[src/rtl/opq_pkg.sv]
// Shared types and constants for the ordered-list priority queue.
// Used by the controller, the datapath, the top level and the checker.
`timescale 1ns / 1ps

package opq_pkg;

  localparam int unsigned DefCapacity = 16;
  localparam int unsigned OccWidth    = 5;

  typedef enum logic [1:0] {
    KIND_INSERT = 2'd0,
    KIND_FRONT  = 2'd1,
    KIND_REMOVE = 2'd2,
    KIND_NONE   = 2'd3
  } kind_e;

  typedef enum logic [1:0] {
    STAT_OK    = 2'd0,
    STAT_EMPTY = 2'd1,
    STAT_FULL  = 2'd2
  } stat_e;

  typedef enum logic [2:0] {
    S_IDLE,
    S_INSERT,
    S_SCAN,
    S_SHIFT,
    S_RESP
  } state_e;

  typedef struct packed {
    logic [15:0] id;
    logic [7:0]  prio;
    logic [15:0] rtime;
  } entry_t;

  // Controller to datapath
  typedef struct packed {
    logic  load;
    logic  stream_ins;
    logic  ins_tail;
    logic  stream_scan;
    logic  shift_setup;
    logic  stream_shift;
    logic  shift_end;
    logic  set_res;
    stat_e res_code;
  } cmd_t;

  // Datapath to controller
  typedef struct packed {
    logic full;
    logic empty;
    logic done;
  } dp_status_t;

endpackage

[src/rtl/opq_datapath.sv]
// Datapath: entry memory, read stream, insert carry, minimum search and result registers.
// Depends on opq_pkg.
`timescale 1ns / 1ps

module opq_datapath #(
  parameter int unsigned CAPACITY = opq_pkg::DefCapacity
) (
  input  logic                clk_i,
  input  logic                rst_ni,
  input  opq_pkg::cmd_t       cmd_i,
  input  logic [1:0]          kind_i,
  input  logic [15:0]         proc_id_i,
  input  logic [7:0]          prio_i,
  input  logic [15:0]         run_time_i,
  output opq_pkg::dp_status_t sts_o,
  output logic [1:0]          status_o,
  output logic [15:0]         out_id_o,
  output logic [7:0]          out_prio_o,
  output logic [15:0]         out_time_o,
  output logic [4:0]          occupancy_o
);
  import opq_pkg::*;

  localparam int unsigned IW = (CAPACITY > 1) ? $clog2(CAPACITY) : 1;
  localparam int unsigned CW = $clog2(CAPACITY + 1);

  entry_t          mem_q [CAPACITY];
  entry_t          rdata_q;
  logic [IW-1:0]   ridx_q;
  logic            rv_q, rv_d;
  logic [CW-1:0]   ptr_q, ptr_d;
  logic [CW-1:0]   cnt_q, cnt_d;
  logic            placed_q, placed_d;
  kind_e           kind_q;
  entry_t          new_q;
  entry_t          carry_q;
  entry_t          min_q;
  logic [IW-1:0]   min_pos_q;
  stat_e           res_stat_q;
  entry_t          res_q;

  logic            streaming, ren;
  logic            place_now;
  logic            wen;
  logic [IW-1:0]   waddr;
  entry_t          wdata;

  assign streaming = cmd_i.stream_ins | cmd_i.stream_scan | cmd_i.stream_shift;
  assign ren       = streaming && (ptr_q < cnt_q);
  assign place_now = !placed_q && ((kind_q == KIND_FRONT) || (rdata_q.prio < new_q.prio));

  // Write port select
  always_comb begin
    wen   = 1'b0;
    waddr = ridx_q;
    wdata = carry_q;
    if (cmd_i.ins_tail) begin
      wen   = 1'b1;
      waddr = cnt_q[IW-1:0];
      wdata = placed_q ? carry_q : new_q;
    end else if (cmd_i.stream_ins && rv_q && (place_now || placed_q)) begin
      wen   = 1'b1;
      waddr = ridx_q;
      wdata = place_now ? new_q : carry_q;
    end else if (cmd_i.stream_shift && rv_q) begin
      wen   = 1'b1;
      waddr = ridx_q - IW'(1);
      wdata = rdata_q;
    end
  end

  always_ff @(posedge clk_i) begin
    if (wen) begin
      mem_q[waddr] <= wdata;
    end
    if (ren) begin
      rdata_q <= mem_q[ptr_q[IW-1:0]];
      ridx_q  <= ptr_q[IW-1:0];
    end
  end

  always_comb begin
    ptr_d    = ptr_q;
    rv_d     = ren;
    cnt_d    = cnt_q;
    placed_d = placed_q;
    if (ren) begin
      ptr_d = ptr_q + CW'(1);
    end
    if (cmd_i.load) begin
      ptr_d    = '0;
      rv_d     = 1'b0;
      placed_d = 1'b0;
    end
    if (cmd_i.stream_ins && rv_q && place_now) begin
      placed_d = 1'b1;
    end
    if (cmd_i.shift_setup) begin
      ptr_d = CW'(min_pos_q) + CW'(1);
    end
    if (cmd_i.ins_tail) begin
      cnt_d = cnt_q + CW'(1);
    end
    if (cmd_i.shift_end) begin
      cnt_d = cnt_q - CW'(1);
    end
  end

  always_ff @(posedge clk_i or negedge rst_ni) begin
    if (!rst_ni) begin
      ptr_q    <= '0;
      rv_q     <= 1'b0;
      cnt_q    <= '0;
      placed_q <= 1'b0;
    end else begin
      ptr_q    <= ptr_d;
      rv_q     <= rv_d;
      cnt_q    <= cnt_d;
      placed_q <= placed_d;
    end
  end

  // Item, carry, minimum and result payload
  always_ff @(posedge clk_i) begin
    if (cmd_i.load) begin
      kind_q      <= kind_e'(kind_i);
      new_q.id    <= proc_id_i;
      new_q.prio  <= prio_i;
      new_q.rtime <= run_time_i;
    end
    if (cmd_i.stream_ins && rv_q && (place_now || placed_q)) begin
      carry_q <= rdata_q;
    end
    if (cmd_i.stream_scan && rv_q && ((ridx_q == '0) || (rdata_q.prio < min_q.prio))) begin
      min_q     <= rdata_q;
      min_pos_q <= ridx_q;
    end
    if (cmd_i.shift_setup) begin
      res_stat_q <= STAT_OK;
      res_q      <= min_q;
    end else if (cmd_i.set_res) begin
      res_stat_q <= cmd_i.res_code;
      res_q      <= '0;
    end
  end

  assign sts_o.full  = (cnt_q == CW'(CAPACITY));
  assign sts_o.empty = (cnt_q == '0);
  assign sts_o.done  = (ptr_q == cnt_q) && !rv_q;

  assign status_o    = res_stat_q;
  assign out_id_o    = res_q.id;
  assign out_prio_o  = res_q.prio;
  assign out_time_o  = res_q.rtime;
  assign occupancy_o = OccWidth'(cnt_q);

endmodule

[src/rtl/opq_ctrl.sv]
// Controller state machine: sequences insert, scan and shift passes over the entry memory.
// Depends on opq_pkg.
`timescale 1ns / 1ps

module opq_ctrl (
  input  logic                clk_i,
  input  logic                rst_ni,
  input  logic                start_i,
  input  logic [1:0]          kind_i,
  input  opq_pkg::dp_status_t sts_i,
  output opq_pkg::cmd_t       cmd_o,
  output logic                busy_o,
  output logic                done_o
);
  import opq_pkg::*;

  state_e state_q, state_d;

  always_ff @(posedge clk_i or negedge rst_ni) begin
    if (!rst_ni) begin
      state_q <= S_IDLE;
    end else begin
      state_q <= state_d;
    end
  end

  always_comb begin
    state_d = state_q;
    cmd_o   = '0;
    cmd_o.res_code = STAT_OK;
    case (state_q)
      S_IDLE: begin
        if (start_i) begin
          cmd_o.load = 1'b1;
          case (kind_e'(kind_i))
            KIND_INSERT, KIND_FRONT: begin
              if (sts_i.full) begin
                cmd_o.set_res  = 1'b1;
                cmd_o.res_code = STAT_FULL;
                state_d        = S_RESP;
              end else begin
                state_d = S_INSERT;
              end
            end
            KIND_REMOVE: begin
              if (sts_i.empty) begin
                cmd_o.set_res  = 1'b1;
                cmd_o.res_code = STAT_EMPTY;
                state_d        = S_RESP;
              end else begin
                state_d = S_SCAN;
              end
            end
            default: begin
              cmd_o.set_res = 1'b1;
              state_d       = S_RESP;
            end
          endcase
        end
      end
      S_INSERT: begin
        cmd_o.stream_ins = 1'b1;
        if (sts_i.done) begin
          cmd_o.ins_tail = 1'b1;
          cmd_o.set_res  = 1'b1;
          state_d        = S_RESP;
        end
      end
      S_SCAN: begin
        cmd_o.stream_scan = 1'b1;
        if (sts_i.done) begin
          cmd_o.shift_setup = 1'b1;
          state_d           = S_SHIFT;
        end
      end
      S_SHIFT: begin
        cmd_o.stream_shift = 1'b1;
        if (sts_i.done) begin
          cmd_o.shift_end = 1'b1;
          state_d         = S_RESP;
        end
      end
      S_RESP: begin
        state_d = S_IDLE;
      end
      default: begin
        state_d = S_IDLE;
      end
    endcase
  end

  assign busy_o = (state_q != S_IDLE);
  assign done_o = (state_q == S_RESP);

endmodule

[src/rtl/ordered_list_priority_queue.sv]
// Ordered-list priority queue, top level: controller plus datapath.
// Full, empty or unused kind answer straight from idle; insert walks the list once (no walk when empty);
// remove walks the list to find the smallest, then walks the entries behind it to close the gap.
// Throughput: one transaction at a time; start is taken only while busy_o is low; one entry/cycle.
// Reset: asynchronous active low; the list comes up empty, memory contents are not cleared.
// The result is shown for exactly one cycle on done_o; the receiver cannot stall it.
`timescale 1ns / 1ps

module ordered_list_priority_queue #(
  parameter int unsigned CAPACITY = opq_pkg::DefCapacity
) (
  input  logic        clk_i,
  input  logic        rst_ni,
  input  logic        start_i,
  output logic        busy_o,
  input  logic [1:0]  kind_i,
  input  logic [15:0] proc_id_i,
  input  logic [7:0]  prio_i,
  input  logic [15:0] run_time_i,
  output logic        done_o,
  output logic [1:0]  status_o,
  output logic [15:0] out_id_o,
  output logic [7:0]  out_prio_o,
  output logic [15:0] out_time_o,
  output logic [4:0]  occupancy_o
);
  import opq_pkg::*;

  // Command and status buses between sequencer and datapath
  cmd_t       cmd;
  dp_status_t sts;

  // Sequencer: decides per transaction which passes run. An ordered insert or a
  // push-front walks the list once, slipping the new entry in and carrying each
  // displaced entry one slot down. A remove walks once to find the earliest
  // smallest priority, then walks the tail to close the gap.
  opq_ctrl u_ctrl (
    .clk_i   (clk_i),
    .rst_ni  (rst_ni),
    .start_i (start_i),
    .kind_i  (kind_i),
    .sts_i   (sts),
    .cmd_o   (cmd),
    .busy_o  (busy_o),
    .done_o  (done_o)
  );

  // Datapath: single-port-write, registered-read entry memory, plus the
  // result registers that hold the answer through the strobe cycle.
  opq_datapath #(
    .CAPACITY (CAPACITY)
  ) u_dp (
    .clk_i       (clk_i),
    .rst_ni      (rst_ni),
    .cmd_i       (cmd),
    .kind_i      (kind_i),
    .proc_id_i   (proc_id_i),
    .prio_i      (prio_i),
    .run_time_i  (run_time_i),
    .sts_o       (sts),
    .status_o    (status_o),
    .out_id_o    (out_id_o),
    .out_prio_o  (out_prio_o),
    .out_time_o  (out_time_o),
    .occupancy_o (occupancy_o)
  );

endmodule

[config.mk]
export PLATFORM = sky130hd
export DESIGN_NAME = ordered_list_priority_queue
export DESIGN_NICKNAME = d
export VERILOG_FILES = /design/src/rtl/opq_pkg.sv /design/src/rtl/opq_datapath.sv /design/src/rtl/opq_ctrl.sv /design/src/rtl/ordered_list_priority_queue.sv
export SDC_FILE = /design/constraint.sdc
export NUM_CORES = 1
export LEC_CHECK = 0
export ABC_AREA = 0
export BUFFER_PORTS_ARGS = -buffer_cell sky130_fd_sc_hd__buf_2
export CAP_MARGIN = 20
export CORE_ASPECT_RATIO = 1.1
export CORE_MARGIN = 5
export CORE_UTILIZATION = 55
export DETAILED_ROUTE_END_ITERATION = 8
export PLACE_DENSITY = 0.82
export SYNTH_ARGS = -nofsm -noshare
export SYNTH_HDL_FRONTEND = slang
export SYNTH_SLANG_ARGS = --single-unit
[constraint.sdc]
create_clock -name clk_i -period 6.7 [get_ports clk_i]
set_clock_uncertainty 0.05 [all_clocks]
set_input_delay 1.34 -clock clk_i [delete_from_list [all_inputs] [get_ports clk_i]]
set_output_delay 1.34 -clock clk_i [all_outputs]
set_load 0.03 [all_outputs]
==> results by group <==
Run status
  – Outcome: finished clean

Min path
  – Worst hold start: u_dp.rdata_q[11]
  – Worst hold path type: reg -> reg
  – Hold path cells: 0
  – Hold Crit Endpoint: u_dp.min_q[11]

Routing
  – Vias: 16900
  – Via/cell ratio: 6.74
  – DRT antenna net count: 0
  – Starting DRT DRC Count: roughly 2600
  – DRC Markers: 0
  – WL/cell: about 33 um
  – Pre-antenna DRT Iters: 6
  – Total wire length: 82500 um

STA
  – Max Freq: 204 MHz
  – Hold Fails Final Rpt: 0
  – RSZ-0062 raised after global routing: false
  – Rel. slew slack: a little under a quarter
  – Final min period: about 4900 ps
  – Slew Limit Fails: 0
  – Worst slew pin tran: about 1100 ps
  – Post-Route Setup TNS: 0 ps
  – Tcrit/Tclk final: about three quarters
  – Number of setup violations in the final report: 0

Worst setup path
  – Crit-path max FO: 44
  – Reg2reg start: u_dp.ptr_q[3]
  – CP arrival: 5090 ps
  – Reg-to-Reg End: u_dp.mem_q[11][22]
  – Worst reg-to-reg path cell count: 7
  – Reg2reg setup slack: 1800 ps
  – Critical path class: reg -> reg
  – Crit. End Element: register
  – WP data required: 6890 ps
  – CP Launch Type: register

Placed design
  – Cell Area, Placed: 0.0347 mm2
  – Final GP Congestion: 0.829
  – PortBufs: a little over 90
  – Final HPWL DP: 39000 um

Finish
  – Highest-count cells in the layout ignoring fill and taps: 850 x edfxtp_1, 200 x mux4_2, 93 x buf_2
  – Most common cell after layout, fill and taps aside: edfxtp_1
  – Layout cells sized above 1: roughly 28%
  – P&R area growth vs syn: 13.0%
  – Final #Nets: between 1500 and 2000
  – Fin area: 0.0374 mm2
  – # diodes: 0
  – # fillers: around 3700

Synth
  – Synth Area in Simple Gates: under 10%
  – Number of synthesized flops with an enable pin: 850
  – Synth warn: 0
  – Syn_area_per_cell: ~22 um2
  – Area share of fa/ha/maj cells after synthesis: between 1 and 1.5%
  – Yosys reg bits: 867
  – Multiplexer share of the synthesized area: 13.7%
  – Post-Syn Area: 0.0331 mm2
  – Top_reg_cell synth: edfxtp_1
  – Main combinational cell family by area after synthesis: multiplexers
  – Synth cell types: between 50 and 60
  – Register area share after synthesis: 78.3%
  – Post-synth net total: 1594
  – Synthesized-area fraction occupied by xor and xnor cells: 0.370%
  – Mapped Cells: around 1500
  – Ys async rst share: 1.73%
  – Compound-Gate Fraction of Synth Area: 2.69%

Clocking
  – Clock Pin Slew Worst Setup and Hold Paths: 60 ps
  – Post-cts repair resize count: 0
  – Clock Tree Root: clkbuf_16
  – Clk Latency, worst-skew pair: 650 ps
  – CTS max path bufs: 3
  – CTS tree: yes
  – Total CTS buffers: 82
  – Hold_buf cts: 0
  – Clock sinks: 867
  – H-Tree Level Count: 3
  – Post-CTS setup buffers: 0

Power
  – Power Density: between 200 and 300 mW/mm2
  – Peak VDD IR: 184 uV
  – Internal Pwr Total: 0.00852 W
  – Switching Fraction: between 10% and 20%
  – Gate power share: 0.2%
  – P_leak: 14.2 nW
  – Net Switching: roughly 0.002 W
  – Clock Power Share: 44.1%
  – Sequential power share: a little under three fifths

Floorplan
  – Initial Util: 55.4%
  – Die ar.: 0.0652 mm2
  – I/O pin cnt: 94
  – Core ar.: 0.0597 mm2
  – DIE WIDTH: 244 um
  – Row count: 94
  – Die Ht: 267 um

Global route
  – Largest net degree at the start of global routing: 60
  – First-pass GRT wire length: roughly 120000 um
  – Gr ovfl total: 0
  – Total GRT Usage: 25.4%
  – Initial antenna violation count: 0
  – Vias in the first global route: 17400

Flow run
  – Max Cap Viol: 0
-- state kept, by name, indices dropped and copies added, names as in the netlist, 5 cells and up --
name	count
u_dp.out_prio_o	8
u_dp.rdata_q	40
u_dp.carry_q	40
u_dp.ptr_q	5
u_dp.occupancy_o	5
u_dp.out_time_o	16
u_dp.out_id_o	16
u_dp.new_q	40
u_dp.mem_q	640
u_dp.min_q	40
-- routing by layer --
layer	up-vias	track usage [%]	wire (um)
met2	1461	41.4	40800
met5	-	0	0
met3	208	5.52	10000
li1	6578	-	-
met4	0	9.76	3130
met1	8628	34.4	28600
-- worst max-delay path by stage --
stage	from	endpoint	slack (ps)	depth (start not counted)
floorplan	u_dp.rdata_q[17]	u_dp.mem_q[8][0]	450	6
global placement	u_dp.ptr_q[0]	u_dp.mem_q[15][14]	2100	8
detailed placement	u_dp.ptr_q[3]	u_dp.mem_q[15][14]	1930	7
CTS	u_dp.ptr_q[0]	u_dp.mem_q[7][14]	1860	8
global route	u_dp.ptr_q[0]	u_dp.mem_q[0][18]	1600	8
finish	u_dp.ptr_q[3]	u_dp.mem_q[11][22]	1800	7
-- critical path, cell delays in order, from the launching register on --
cell,delay (ps)
dfrtp_4,1090
ha_1,400
and4b_1,250
and3_1,330
a211oi_4,280
buf_4,650
and2_4,830
a21oi_1,550
-- final cells by class --
cell class	count	area, um2	share of cell area [%]
repair buffers	132	816	2.18
clock buffers	109	2220	5.93
well taps	768	961	2.57
inverters	69	259	0.692
clock inverters	41	433	1.16
multi-input cells	518	6780	18.1
flip-flops and latches	867	26000	69.4
-- cell usage after synthesis (18+ instances only) --
library cell	count	area share [%]
ha_1	26	0.98
o22ai_1	42	0.79
edfxtp_1	850	77
nor2_1	40	0.45
inv_1	69	0.78
buf_2	28	0.42
mux4_2	200	14
nand2_1	18	0.20
and2_1	37	0.70
clkbuf_1	30	0.34
a21oi_1	42	0.63
-- power groups by stage --
stage	clock [W]	combinational (W)	sequential, W
after floorplan	0	0.000000677	0.00598
after global placement	0	0.0000164	0.00598
after detailed placement	0	0.0000169	0.00598
after CTS	0.00467	0.0000175	0.00586
after global routing	0.00494	0.0000193	0.00586
final	0.00464	0.0000173	0.00586
-- logic make-up after synthesis --
kind of cell               Yosys count
muxes                              202
xor gates and xnor gates            14
adders and majority gates           27
DFF                                867
AOI/OAI and AO/OA                  141
buffers and inverters              137
and+or+nand+nor                    134
-- per-stage QoR --
stage / util, % / power (W) / cells / setup WS (ps) / hold slack [ps]
finish: 62.6 / 0.0105 / 2504 / 1800 / 421
global route: 62.6 / 0.0108 / 2504 / 1600 / 451
CTS: 62.5 / 0.0106 / 2498 / 1860 / 429
detailed placement: 58.1 / 0.00600 / 2348 / 1930 / 421
global placement: 58.1 / 0.00600 / 2348 / 2100 / 411
floorplan: - / 0.00598 / 1522 / 446 / 395
Note: power is estimated with default switching activity, not from simulation.
